File: src/rtl/pstg_pkg.sv
//------------------------------------------------------------------------------
// pstg_pkg
// Shared types, widths and the quarter-wave sine table builder.
//------------------------------------------------------------------------------
`default_nettype none
package pstg_pkg;

   localparam int POS_W  = 40;
   localparam int LEN_W  = 39;
   localparam int RATE_W = 20;

   // register indexes of the csr port
   localparam logic CSR_SAMPLE_RATE   = 1'b0;
   localparam logic CSR_SIGNAL_LENGTH = 1'b1;

   localparam logic [RATE_W-1:0] RATE_RESET = RATE_W'(48000);
   localparam logic [63:0] PI_Q60 = 64'h3243F6A8885A308D;
   localparam logic [63:0] TAYLOR_DIV [9] = '{64'd6, 64'd20, 64'd42, 64'd72, 64'd110,
                                              64'd156, 64'd210, 64'd272, 64'd342};

   // classified beat handed from front to back
   typedef struct packed {
      logic [LEN_W-1:0] pos;
      logic             zero;
   } item_type;

   // sin(pi*k/2^(tbits-1)) in Q(obits-1), evaluated at elaboration
   function automatic logic [63:0] quarter_sine(input int k, input int tbits,
                                                input int obits);
      logic [63:0] pi40;
      logic [63:0] kk;
      logic [63:0] x;
      logic [63:0] x2;
      logic [63:0] term;
      logic [63:0] s;
      logic [63:0] v;
      logic [63:0] fs;
      longint      sum;
      int          ash;
      pi40 = PI_Q60 >> 20;
      kk   = 64'(k);
      ash  = 10 + tbits - 1;
      x    = (kk * pi40 + (64'd1 << (ash - 1))) >> ash;
      x2   = (x * x) >> 30;
      term = x;
      sum  = longint'(x);
      for (int n = 1; n <= 9; n++) begin
         term = ((term * x2) >> 30) / TAYLOR_DIV[n-1];
         if ((n % 2) == 1) begin
            sum = sum - longint'(term);
         end else begin
            sum = sum + longint'(term);
         end
      end
      s  = (sum < 0) ? 64'd0 : 64'(sum);
      fs = (64'd1 << (obits - 1)) - 64'd1;
      v  = ((s << 32) + (64'd1 << (62 - obits))) >> (63 - obits);
      if (v > fs) begin
         v = fs;
      end
      return v;
   endfunction

endpackage
`default_nettype wire

File: src/rtl/pstg_queue.sv
//------------------------------------------------------------------------------
// pstg_queue
// Two-entry queue between front and back.
//------------------------------------------------------------------------------
`default_nettype none
module pstg_queue (
   input  wire logic               clock,
   input  wire logic               reset,
   input  wire logic               push,
   input  wire pstg_pkg::item_type push_item,
   input  wire logic               pop_ready,
   output logic                    full,
   output logic                    pop,
   output pstg_pkg::item_type      pop_item
);

   pstg_pkg::item_type mem_ff [2];
   logic       wr_ptr_ff, wr_ptr_in;
   logic       rd_ptr_ff, rd_ptr_in;
   logic [1:0] count_ff, count_in;

   assign full     = (count_ff == 2'd2);
   assign pop      = (count_ff != 2'd0) && pop_ready;
   assign pop_item = mem_ff[rd_ptr_ff];

   always_comb begin
      wr_ptr_in = wr_ptr_ff ^ push;
      rd_ptr_in = rd_ptr_ff ^ pop;
      count_in  = count_ff + 2'(push) - 2'(pop);
   end

   always_ff @(posedge clock) begin
      if (reset) begin
         wr_ptr_ff <= 1'b0;
         rd_ptr_ff <= 1'b0;
         count_ff  <= 2'd0;
      end else begin
         wr_ptr_ff <= wr_ptr_in;
         rd_ptr_ff <= rd_ptr_in;
         count_ff  <= count_in;
      end
      if (push) begin
         mem_ff[wr_ptr_ff] <= push_item;
      end
   end

   a_count_bound: assert property (@(posedge clock) disable iff (reset)
      count_ff <= 2'd2) else $error("queue count overflow");
   a_no_push_full: assert property (@(posedge clock) disable iff (reset)
      full |-> !push) else $error("push into full queue");
   a_count_up: assert property (@(posedge clock) disable iff (reset)
      (push && !pop) |=> (count_ff == $past(count_ff) + 2'd1))
      else $error("queue count did not advance");

endmodule
`default_nettype wire

File: config.mk
export PLATFORM = sky130hd
export DESIGN_NAME = pstg_queue
export DESIGN_NICKNAME = d
export VERILOG_FILES = /design/src/rtl/pstg_pkg.sv /design/src/rtl/pstg_queue.sv
export SDC_FILE = /design/constraint.sdc
export NUM_CORES = 1
export LEC_CHECK = 0
export BUFFER_PORTS_ARGS = -buffer_cell sky130_fd_sc_hd__buf_2
export CAP_MARGIN = 40
export CORE_UTILIZATION = 56
export DETAILED_ROUTE_END_ITERATION = 6
export PLACE_DENSITY = 0.88
export SYNTH_ARGS = -nofsm -noshare
export SYNTH_HDL_FRONTEND = slang
export SYNTH_SLANG_ARGS = --single-unit
File: constraint.sdc
create_clock -name clock -period 2.8 [get_ports clock]
set_clock_uncertainty 0.1 [all_clocks]
set_input_delay 0.28 -clock clock [delete_from_list [all_inputs] [get_ports clock]]
set_output_delay 0.28 -clock clock [all_outputs]
set_load 0.02 [all_outputs]
-- Word-level counts from Yosys, hierarchy flattened
Memories as Yosys holds them, arrays and structs flattened. A register that Yosys moved wholly into a read port is not among the register bits.
Cells that the tools add are included.
- add/subtract/negate cells: 2
- equal/unequal tests: 1
- multiplexer cells: 3
- bitwise logic cells: 2
- reductions and logical operators: 2
- operators by type and width (operator ; count):
    1-bit 2-to-1 mux ; 3
    2-bit by 1-bit adder with 2-bit output ; 1
    2-bit equality test, second input constant ; 1
    2-bit nonzero test ; 1
    2-bit by 1-bit subtractor with 2-bit output ; 1
    1-bit XOR ; 2
    1-bit logical AND ; 1
- register bits after elaboration: 4
- RAM bits: 80
- input bits: 44
- output and inout bits: 42
- logic and storage cells: 14
- memories: 1
- memory list (memory ; depth ; bits a word ; rd ports ; clocked after Yosys merged registers in ; write ports ; line ; text):
    mem_ff ; 2 ; 40 ; 1 ; 1 ; 1 ; pstg_queue.sv:17 ; pstg_pkg::item_type mem_ff [2];

-- Depth between registers and ports, before layout
- depth in word-level cells: 4
- depth in mapped cells: 6
- mapped depth without buffers: 6

-- Worst setup path after synthesis
No wires, ideal clock.
- kind: flip-flop to flip-flop
- from: register wr_ptr_ff
- to: memory mem_ff[0][0] (netlist name) (enable)
- setup time: 401 ps
- arrival time: 1347 ps
- required time: 2299 ps
- slack: 951 ps
- cell stages (with the launch flop): 3
- buffers on the path: 0
- period minus slack after synthesis: 1849 ps
- cell sequence: dfxtp_1 inv_1 ha_1
- RTL lines (item ; line ; text):
    from (decl) ; pstg_queue.sv:18 ; logic wr_ptr_ff, wr_ptr_in;
    from (signal assigned) ; pstg_queue.sv:38 ; wr_ptr_ff <= wr_ptr_in;
    to (decl) ; pstg_queue.sv:17 ;
Straight into the memory's write port.

==> qor.yml <==
rows: 27
clock_latency_ps: 340
worstMarginPinSlew_ps: 506
drt_iter0_drc: 47
setup.worst_path.end_class: "primary output"
cts-root-buf: "clkbuf_8"
r2r_slack_ps: 1110
core_mm2: 0.00551
finalHoldViolations: 0
fp.dieW_um: 77.6
ys_types: 12
setup_ws_ps: 675
hold_path.class: "in -> reg"
min_period_over_period_pct: 75.9
vias: 1614
ys_top_cells_by_area: "edfxtp_1 (75%), mux2_4 (8.9%), mux2_2 (7.7%)"
path_class: "reg -> out"
route.detailed.drc: 0
hold_depth: 1
maxCapViolCount: 0
worstPathRequired_ps: 2420
yosys_warnings: 0
finalCriticalPeriod_ps: 2120
drive_gt1_share_pct: 59.1
antenna_found_initial: 0
synth_cells: 145
via_per_inst: 5.06
synth_top_cell_by_area: "edfxtp_1"
gp_congestion: 0.690
synthXorXnorAreaFrac_pct: 0.703
synthAdderAreaFrac_pct: 1.56
wl_per_cell_um: 15.5
firstDrtPassIters: 4
grt_max_degree: 22
r2r_end: "mem_ff[0][37]$_DFFE_PP_"
synthMuxAreaShare_pct: 16.6
grt_pass1_vias: 1593
arrival_ps: 1740
ios: 86
cellPowerDensity_mw_per_mm2: 849
synth_nets: 193
cts_resized: 0
initial_core_util_pct: 58.1
synth_top_family_by_area: "multiplexers"
numPortBuffers: 85
rsz0062_at_grt: "false"
netlist_area_mm2: 0.00320
whs_endpoint: "mem_ff[1][9]$_DFFE_PP_"
clock_sinks: 84
synth_compound_area_share_pct: 0.234
die_area_mm2: 0.00602
fillers: 363
h-tree-depth: 3
ys_seq_area_share_pct: 77.5
tritoncts: "built"
wirelength_mm: 4.94
synthSimpleGateAreaFrac_pct: 0.938
finalMaxSlewViolations: 0
nets: 290
outcome: "completed"
hpwl_mm: 3.30
relSlewSlack_pct: 66.3
grt_util_all_layers_pct: 17.6
ant_nets: 0
ir_worst_vdd_mv: 0.508
grt_remaining_overflow: 0
clockBufferDepth: 2
cts_buffers: 9
syn_area_per_cell_um2: 22.1
synth_top_area_share_pct: 75.0
grt_pass1_wl_mm: 7.49
synth-seq-cells: 84
die_y_um: 77.6
p_leak_nw: 1.56
reg2regPathDepth: 3
crit_fanout: 21
rr_startpoint: "wr_ptr_ff$_SDFF_PP0_"
clock.fmax_mhz: 471
antenna_cells: 0
setup_viol: 0
setup-tns-final_ps: 0
crit_path_start: "rd_ptr_ff$_SDFF_PP0_"
hold_start: "push_item[9]"
syn_to_final_growth_pct: 23.8
startpoint_type: "flop"
clk_pin_slew_ps: 80
place_ws_ps: 1020
## sequential cells by signal (all words and copies together), names as in the netlist
name       count
mem_ff        80
count_ff       2
rd_ptr_ff      1
wr_ptr_ff      1
## synthesized netlist by cell type
cell / count
inv_1: 3
nor2_1: 3
mux2_4: 19
ha_1: 4
buf_6: 4
buf_12: 1
nor2b_1: 3
edfxtp_1: 80
o21a_1: 1
xnor3_1: 1
dfxtp_1: 4
mux2_2: 22
## cell type report
class	count	area (µm²)	area share (%)
inverters	3	11.3	0.284
clock buffers	11	131	3.31
multi-input cells	53	648	16.4
well taps	72	90.1	2.27
repair buffers	91	475	12.0
flip-flops and latches	84	2480	62.7
clock inverters	5	124	3.13
## cell families (layout without fill, tap and decap cells)
group | count (synthesis) | count (layout)
AOI/OAI and AO/OA | 1 | 1
xor gates and xnor gates | 1 | 1
adders and majority gates | 4 | 4
buffers and inverters | 8 | 110
DFF | 84 | 84
muxes | 41 | 41
and+or+nand+nor | 6 | 6
## power breakdown
part	switching, mW	leakage (nW)	total [mW]	internal [mW]
Clock	0.393	0.125	1.07	0.680
Sequential	0.0435	0.784	1.52	1.48
Combinational	0.404	0.651	0.771	0.368
## worst max-delay path: stages (launching register included)
cell	delay [ps]
dfxtp_2	490
buf_4	350
mux2_2	390
buf_2	160
## routing by layer
layer / routed length, µm / part of all wire [%] / GRT usage (%)
met5: 0 / 0 / 0
met4: 116 / 2.3 / 10.8
met3: 301 / 6.1 / 4.71
met2: 2480 / 50 / 28.6
met1: 2040 / 41 / 20.9
## stage by stage
step                utilization [%]  power (mW)  area [µm²]  hold WS [ps]  instances
floorplan                         -        2.15        3200           247        145
global placement               67.0        2.31        3690           367        301
detailed placement             67.0        2.33        3690           371        301
CTS                            71.8        3.40        3950         0.651        318
global route                   72.0        3.50        3960          1.14        319
finish                         72.0        3.37        3960          15.8        319
## placed cells by master (no fill, tap or decap)
master,Yosys,final
ha_2,0,2
buf_4,0,4
mux2_4,19,19
dfxtp_1,4,3
nor2b_1,3,3
xnor3_1,1,1
clkbuf_1,0,2
o21a_1,1,1
mux2_2,22,22
dfxtp_2,0,1
inv_1,3,3
nor2_1,3,3
ha_1,4,2
dlygate4sd3_1,0,2
clkbuf_8,0,9
clkinv_1,0,1
bufinv_16,0,4
edfxtp_1,80,80
buf_2,0,85
## worst max-delay path by stage
| stage | to | slack [ps] |
|---|---|---|
| after floorplan | mem_ff[0][0]$_DFFE_PP_ | 950 |
| after global placement | pop_item[1] | 1050 |
| after detailed placement | mem_ff[1][36]$_DFFE_PP_ | 1020 |
| after CTS | pop_item[0] | 640 |
| after global routing | pop_item[1] | 590 |
| final | pop_item[0] | 680 |
## repair_timing
item,in CTS,in global routing
hold buffers,1,1
buffers inserted,0,0
endpoints found under the hold margin,2,2
(Power assumes the default switching activity.)
