## config.mk

```make
export PLATFORM = sky130hd
export DESIGN_NAME = pstg_front
export DESIGN_NICKNAME = d
export VERILOG_FILES = /design/src/rtl/pstg_pkg.sv /design/src/rtl/pstg_front.sv
export SDC_FILE = /design/constraint.sdc
export NUM_CORES = 1
export LEC_CHECK = 0
export ABC_CLOCK_PERIOD_IN_PS = 4700
export BUFFER_PORTS_ARGS = -buffer_cell sky130_fd_sc_hd__clkbuf_2
export CAP_MARGIN = 5
export CORE_ASPECT_RATIO = 1.25
export CORE_MARGIN = 5
export CORE_UTILIZATION = 48
export CTS_CLUSTER_DIAMETER = 80
export DETAILED_ROUTE_END_ITERATION = 8
export PLACE_DENSITY = 0.86
export SLEW_MARGIN = 10
export SYNTH_ARGS = -nofsm -noshare
export SYNTH_HDL_FRONTEND = slang
export SYNTH_SLANG_ARGS = --single-unit
```

## constraint.sdc

```tcl
create_clock -name clock -period 4.7 [get_ports clock]
set_input_delay 0.94 -clock clock [delete_from_list [all_inputs] [get_ports clock]]
set_output_delay 0.94 -clock clock [all_outputs]
set_load 0.01 [all_outputs]
```

## src/rtl/pstg_pkg.sv

```systemverilog
//------------------------------------------------------------------------------
// pstg_pkg
// Shared types, widths and the quarter-wave sine table builder.
//------------------------------------------------------------------------------
`default_nettype none
package pstg_pkg;

   localparam int POS_W  = 40;
   localparam int LEN_W  = 39;
   localparam int RATE_W = 20;

   // register indexes of the csr port
   localparam logic CSR_SAMPLE_RATE   = 1'b0;
   localparam logic CSR_SIGNAL_LENGTH = 1'b1;

   localparam logic [RATE_W-1:0] RATE_RESET = RATE_W'(48000);
   localparam logic [63:0] PI_Q60 = 64'h3243F6A8885A308D;
   localparam logic [63:0] TAYLOR_DIV [9] = '{64'd6, 64'd20, 64'd42, 64'd72, 64'd110,
                                              64'd156, 64'd210, 64'd272, 64'd342};

   // classified beat handed from front to back
   typedef struct packed {
      logic [LEN_W-1:0] pos;
      logic             zero;
   } item_type;

   // sin(pi*k/2^(tbits-1)) in Q(obits-1), evaluated at elaboration
   function automatic logic [63:0] quarter_sine(input int k, input int tbits,
                                                input int obits);
      logic [63:0] pi40;
      logic [63:0] kk;
      logic [63:0] x;
      logic [63:0] x2;
      logic [63:0] term;
      logic [63:0] s;
      logic [63:0] v;
      logic [63:0] fs;
      longint      sum;
      int          ash;
      pi40 = PI_Q60 >> 20;
      kk   = 64'(k);
      ash  = 10 + tbits - 1;
      x    = (kk * pi40 + (64'd1 << (ash - 1))) >> ash;
      x2   = (x * x) >> 30;
      term = x;
      sum  = longint'(x);
      for (int n = 1; n <= 9; n++) begin
         term = ((term * x2) >> 30) / TAYLOR_DIV[n-1];
         if ((n % 2) == 1) begin
            sum = sum - longint'(term);
         end else begin
            sum = sum + longint'(term);
         end
      end
      s  = (sum < 0) ? 64'd0 : 64'(sum);
      fs = (64'd1 << (obits - 1)) - 64'd1;
      v  = ((s << 32) + (64'd1 << (62 - obits))) >> (63 - obits);
      if (v > fs) begin
         v = fs;
      end
      return v;
   endfunction

endpackage
`default_nettype wire

```

## src/rtl/pstg_front.sv

```systemverilog
//------------------------------------------------------------------------------
// pstg_front
// Accepts requests and flags the ones that render as silence (negative or
// past the signal end).
//------------------------------------------------------------------------------
`default_nettype none
module pstg_front (
   input  wire logic                          clock,
   input  wire logic                          reset,
   input  wire logic                          start,
   input  wire logic [pstg_pkg::POS_W-1:0]    req_sample_position,
   input  wire logic [pstg_pkg::LEN_W-1:0]    signal_length,
   input  wire logic                          queue_full,
   output logic                               busy,
   output logic                               push,
   output pstg_pkg::item_type                 push_item
);

   logic               valid_ff;
   logic               valid_in;
   pstg_pkg::item_type item_ff;
   pstg_pkg::item_type item_in;
   logic               accept;

   assign busy   = valid_ff && queue_full;
   assign accept = start && !busy;
   assign push   = valid_ff && !queue_full;

   always_comb begin
      valid_in     = accept || (valid_ff && queue_full);
      item_in      = item_ff;
      if (accept) begin
         item_in.pos  = req_sample_position[pstg_pkg::LEN_W-1:0];
         item_in.zero = req_sample_position[pstg_pkg::POS_W-1] ||
                        (req_sample_position[pstg_pkg::LEN_W-1:0] >= signal_length);
      end
   end

   always_ff @(posedge clock) begin
      if (reset) begin
         valid_ff <= 1'b0;
      end else begin
         valid_ff <= valid_in;
      end
      item_ff <= item_in;
   end

   assign push_item = item_ff;

endmodule
`default_nettype wire

```

Word-level counts from Yosys, hierarchy flattened
Index checks and enable logic that the tools add are counted.

Logic and storage cells: 11. Register bits after elaboration: 41.

Order comparisons: 1. Reductions and logical operators: 7.

Operator list (count): $ge 39x39->1 (1); $logic_and 1x1->1 (3); $logic_not 1->1 (2); $logic_or 1x1->1 (2).

Longest topological paths before layout
Gate-level depths: netlist of the first run.

Depth in word-level cells: 4. Gate-level depth with buffers: 8. Gate-level depth less buffers: 8.

Worst setup path before layout of the first run
Ideal clock, no wire load.

Kind: input -> register. Start point: in queue_full. End point: reg item_ff, in the netlist push_item[0], enable pin. Setup time: 0.442 ns. Data arrival time: 2.952 ns. Cell stages on the path: 2. Slack: 1.306 ns. Path buffers: 0. Cell sequence: and2_1 > nor2b_1.

Longest elaborated chain between the ends: 3.

RTL lines: start, declared (line pstg_front.sv:13) `input wire logic queue_full,`; $logic_and 1x1->1 (line pstg_front.sv:25) `assign busy = valid_ff && queue_full;`; $logic_not 1->1 (line pstg_front.sv:26) `assign accept = start && !busy;`; $logic_and 1x1->1 (line pstg_front.sv:26); net accept (line pstg_front.sv:23) `logic accept;`; end signal, assigned (line pstg_front.sv:45) `item_ff <= item_in;`; end, declared (line pstg_front.sv:21) `pstg_pkg::item_type item_ff;`.

The timed path passes the listed nets, and every way through them passes these cells. A chain may end at the register's enable or synchronous reset.

Worst setup path after layout of the first run
Start point: in req_sample_position[32] in the netlist's numbering. End point: reg item_ff, in the netlist push_item[0], data pin.

Longest elaborated chain between the ends: 2.

RTL lines: start, declared (line pstg_front.sv:11) `input wire logic [pstg_pkg::POS_W-1:0] req_sample_position,`; $ge 39x39->1 (line pstg_front.sv:35) `(req_sample_position[pstg_pkg::LEN_W-1:0] >= signal_length);`; $logic_or 1x1->1 (line pstg_front.sv:34) `item_in.zero = req_sample_position[pstg_pkg::POS_W-1] ||`.

Every way passes these cells.

==> flow_metrics.tcl, run 1 <==
set metrics [dict create \
    layout.nets 435 \
    syn_area_um2 2222 \
    netlist.area_leader.share_pct 54.05 \
    core_um2 4459 \
    io_buffers 124 \
    p_leak_uw 0.001608 \
    grt_pass1_vias 1817 \
    die_area_um2 6098 \
    drt-initial-drc-count 96 \
    synth-edff-count 40 \
    worstPathRequired_ns 4.74 \
    cts_buffers 5 \
    cp-end-kind "register" \
    ys_types 26 \
    post_drt_wl_per_cell_um 13.65 \
    synthTopCellsByArea "edfxtp_1, ha_1, inv_1" \
    cts-resized-gates 0 \
    finalCriticalPeriod_ns 2.435 \
    synth_area_per_cell_um2 12.21 \
    grt_max_degree 41 \
    die_h_um 86.07 \
    rows 27 \
    setup_viol 0 \
    grtUsageMet3_pct 5.979 \
    design_area_um2 3039 \
    cap_violations 0 \
    ios 125 \
    hpwl_um 4373 \
    relSlewSlack_pct 26.62 \
    status "complete, no violations" \
    syn_inst 182 \
    grt_antenna_before_repair 0 \
    vias 1784 \
    synth.most_common_cell "edfxtp_1" \
    routed_wl_um 5077 \
    dr.pass1.iters 4 \
    seq_area_frac_synth_pct 54.95 \
    gp_congestion 0.7829 \
    skew_ns 0.006333 \
    place_area_um2 2923 \
    crit_fanout 2 \
    setup_tns_ns 0 \
    synth-seq-cells 41 \
    synth-async-reset-ratio_pct 0 \
    cts_tree "built" \
    yosys-top-cells-count "edfxtp_1, ha_1, inv_1" \
    met2_usage_pct 31.65 \
    path_clk_slew_ns 0.07 \
    top_usage_layer "met2" \
    clk_latency_ns 0.29 \
    drc 0 \
    rsz0062_at_grt "no" \
    power.density_nw_per_um2 287.4 \
    slew_viol_final 0 \
    grt_util_met1_pct 15.57 \
    antenna_left 0 \
    die_w_um 70.86 \
    drive_above_1_share_pct 43.31 \
    grtUsageTotal_pct 16.29 \
    synth_top_area_cell "edfxtp_1" \
    htree_levels 2 \
    post_cts_buffers 0 \
    vias_per_cell 4.796 \
    worst_pin_slew_ns 1.098 \
    hp-class "reg2reg" \
    yosysWarnings 0 \
    synth_nets 304 \
    critPathLaunchType "primary input" \
    grt_pass1_wl_um 7790 \
    postCtsHoldBufs 0 \
    clockBufferDepth 2 \
    synthFlopType "edfxtp_1" \
    initial_utilization_pct 49.83 \
    cts.sinks 41 \
    grt_overflow 0 \
    hold_ws_ns 0.6627 \
    hold_viol 0 \
    finalPower_uw 873.5 \
    max_freq_mhz 410.7 \
    antennaDiodeCount 0 \
    arrival_ns 2.47 \
    path_class "in2reg" \
    irDropWorstVdd_mv 0.1970 \
    cts.root.buffer_cell "clkbuf_8" \
    min_period_over_period_pct 51.81 \
    area_growth_pct 36.77 \
]
==> state kept, by name, summed over array words and instances, names as in the netlist <==
signal / cells
push_item: 40
valid_ff: 1
==> final cells by class <==
type,instances,area (µm²)
multi-input combinational,102,862.1
timing repair buffer,124,620.6
tap,58,72.57
fill,363,1420
inverter,39,146.4
clock inverter,1,30.03
clock buffer,7,86.33
sequential,41,1221
==> report_power, final <==
group	internal, µW	switching (µW)	total, µW
logic	71.4	80.2	152
registers	427	5.16	432
clock network	173	117	290
==> cell usage in the layout (no fill, tap or decap), drive strengths merged, types with 5 or more instances in the layout <==
master	n
nor2	6
nand4	7
clkbuf	131
nand3	6
nand2	5
inv	39
ha	39
a21o	5
a21oi	15
edfxtp	40
==> path summary, 6_finish.rpt <==
| check | start | end | slack (ns) | cells after the start |
|---|---|---|---|---|
| max | req_sample_position[32] | push_item[0] | 2.27 | 8 |
| min | valid_ff | valid_ff | 0.66 | 3 |
| max reg2reg | valid_ff | push_item[6] | 2.95 | 2 |
| min reg2reg | valid_ff | valid_ff | 0.66 | 3 |
==> per-stage QoR <==
stage / cells / util (%) / setup WS (ns)
finish: 372 / 68.15 / 2.265
global route: 372 / 68.15 / 2.012
CTS: 372 / 68.15 / 2.155
detailed placement: 364 / 65.54 / 1.862
global placement: 364 / 65.54 / 1.921
floorplan: 182 / - / 1.306
==> worst max-delay path: stages <==
cell and delay, ns:
clkbuf_2 0.09, ha_1 0.30, a21o_1 0.16, a21o_1 0.18, a21oi_2 0.13, o211ai_1 0.10, or3_1 0.38, a31o_1 0.19
==> logic make-up after synthesis <==
| family | after synthesis | share of synthesized area, % |
|---|---|---|
| AOI/OAI and AO/OA | 29 | 8.503 |
| adders and majority gates | 39 | 21.96 |
| buffers and inverters | 39 | 6.588 |
| DFF | 41 | 54.95 |
| and+or+nand+nor | 34 | 7.996 |
==> metal layers <==
| layer | wire length, µm | vias up |
|---|---|---|
| li1 | - | 919 |
| met1 | 1809 | 783 |
| met2 | 2703 | 77 |
| met3 | 501 | 5 |
| met4 | 62 | 0 |
| met5 | 0 | - |
Note: power is estimated with default switching activity, not from simulation.
==> inputs of run 2 (changes only) <==
--- a/config.mk
+++ b/config.mk
@@ -5,15 +5,15 @@
 export SDC_FILE = /design/constraint.sdc
 export NUM_CORES = 1
 export LEC_CHECK = 0
-export ABC_CLOCK_PERIOD_IN_PS = 4700
+export ABC_CLOCK_PERIOD_IN_PS = 2400
 export BUFFER_PORTS_ARGS = -buffer_cell sky130_fd_sc_hd__clkbuf_2
 export CAP_MARGIN = 5
 export CORE_ASPECT_RATIO = 1.25
 export CORE_MARGIN = 5
-export CORE_UTILIZATION = 48
+export CORE_UTILIZATION = 44
 export CTS_CLUSTER_DIAMETER = 80
 export DETAILED_ROUTE_END_ITERATION = 8
-export PLACE_DENSITY = 0.86
+export PLACE_DENSITY = 0.8
 export SLEW_MARGIN = 10
 export SYNTH_ARGS = -nofsm -noshare
 export SYNTH_HDL_FRONTEND = slang
==> constraint.sdc (replaced) <==
create_clock -name clock -period 2.4 [get_ports clock]
set_input_delay 0.48 -clock clock [delete_from_list [all_inputs] [get_ports clock]]
set_output_delay 0.48 -clock clock [all_outputs]
set_load 0.01 [all_outputs]
==> flow_metrics.tcl, run 2 (same netlist as run 1, synthesis figures left out) <==
set metrics [dict create \
    status "complete, no violations" \
    final_common_cell "clkbuf_2" \
    cp-end-kind "register" \
    dr.pass1.iters 4 \
    largest_register_ffs 40 \
    drc 0 \
    antennaDiodeCount 0 \
    clockBufferDepth 2 \
    worstPathRequired_ns 2.45 \
    path_clk_slew_ns 0.08 \
    irDropWorstVdd_mv 0.3386 \
    cts.root.buffer_cell "clkbuf_8" \
    power.density_nw_per_um2 562.8 \
    final_cell_mix "clkbuf_2, edfxtp_1, inv_1, ha_1, a21oi_1" \
    hp-class "in2reg" \
    clk_latency_ns 0.29 \
    gp_congestion 0.7223 \
    core_um2 5007 \
    vias 1823 \
    p_leak_uw 0.001616 \
    layout.nets 436 \
    ios 125 \
    r2r_end "push_item[35]" \
    relSlewSlack_pct 70.40 \
    fin_util_pct 61.27 \
    regToRegStartpoint "valid_ff" \
    cts_tree "built" \
    hold_viol 0 \
    grt_pass1_wl_um 7610 \
    hpwl_um 4417 \
    finalPower_uw 1727 \
    reg2reg_slack_ns 1.21 \
    grtUsageTotal_pct 15.39 \
    grt_pass1_vias 1773 \
    max_freq_mhz 509.1 \
    cts.sinks 41 \
    critPathLaunchType "primary input" \
    path_class "in2reg" \
    worstSetupEndpoint "push_item[0]" \
    cap_violations 0 \
    vias_per_cell 4.836 \
    finalCriticalPeriod_ns 1.964 \
    die_w_um 73.56 \
    grt_max_degree 41 \
    drive_above_1_share_pct 43.81 \
    setup_tns_ns 0 \
    crit_start "req_sample_position[32]" \
    die_h_um 89.46 \
    setup_viol 0 \
    cts-resized-gates 0 \
    antenna_left 0 \
    skew_ns 0.006262 \
    hold_ws_ns 0.3305 \
    slew_viol_final 0 \
    rsz0062_at_grt "no" \
    grt_overflow 0 \
    arrival_ns 2.01 \
    cts_buffers 5 \
    htree_levels 2 \
    fillers 424 \
    initial_utilization_pct 44.38 \
    post_drt_wl_per_cell_um 13.76 \
    worst_pin_slew_ns 0.4327 \
    rows 29 \
    post_cts_buffers 0 \
    area_growth_pct 38.06 \
    postCtsHoldBufs 0 \
    io_buffers 124 \
    drt-initial-drc-count 48 \
    min_period_over_period_pct 81.84 \
    die_area_um2 6580 \
    crit_fanout 2 \
    grt_antenna_before_repair 0 \
    r2r_cells 3 \
    routed_wl_um 5188 \
]
==> run 2: worst min-delay path by stage <==
stage,startpoint,cells after the start,end,slack (ns)
final,reset,2,valid_ff,0.33
after global routing,reset,2,valid_ff,0.33
after CTS,reset,2,valid_ff,0.32
after detailed placement,reset,2,valid_ff,0.64
after global placement,valid_ff,3,valid_ff,0.64
after floorplan,reset,1,valid_ff,0.55
==> run 2: final cells by class <==
type,instances,area [µm²],area share (%)
Clock buffer,6,82.58,2.692
Clock inverter,2,37.54,1.223
Inverter,39,146.4,4.772
Multi-Input combinational cell,102,862.1,28.10
Sequential cell,41,1221,39.80
Tap cell,62,77.57,2.529
Timing Repair Buffer,125,640.6,20.88
==> run 2: power breakdown <==
group          leakage, µW  internal (µW)  total (µW)  switching, µW
registers         0.000395            835         846           10.8
clock network    0.0000574            338         581            243
logic              0.00116            144         300            156
total              0.00162           1320        1730            409
==> run 2: metal layers <==
metal,up-vias,part of all wire (%),GRT usage [%]
met1,843,35,15.63
li1,911,-,-
met4,0,0.91,5.931
met5,-,0,0
met3,2,8.8,3.937
met2,67,56,29.52
==> run 2: stage by stage <==
step	setup WS (ns)	instances	area, µm²
after floorplan	0.2281	182	2225
after global placement	0.08744	369	2948
after detailed placement	0.07816	369	2948
after CTS	0.4003	377	3068
after global routing	0.3290	377	3068
final	0.4359	377	3068
==> run 2: critical path, stage by stage <==
cell and delay, ns:
clkbuf_2 0.09, ha_1 0.30, a21o_1 0.16, a21o_1 0.18, a21oi_2 0.13, o211ai_1 0.10, or3_1 0.38, a31o_1 0.18
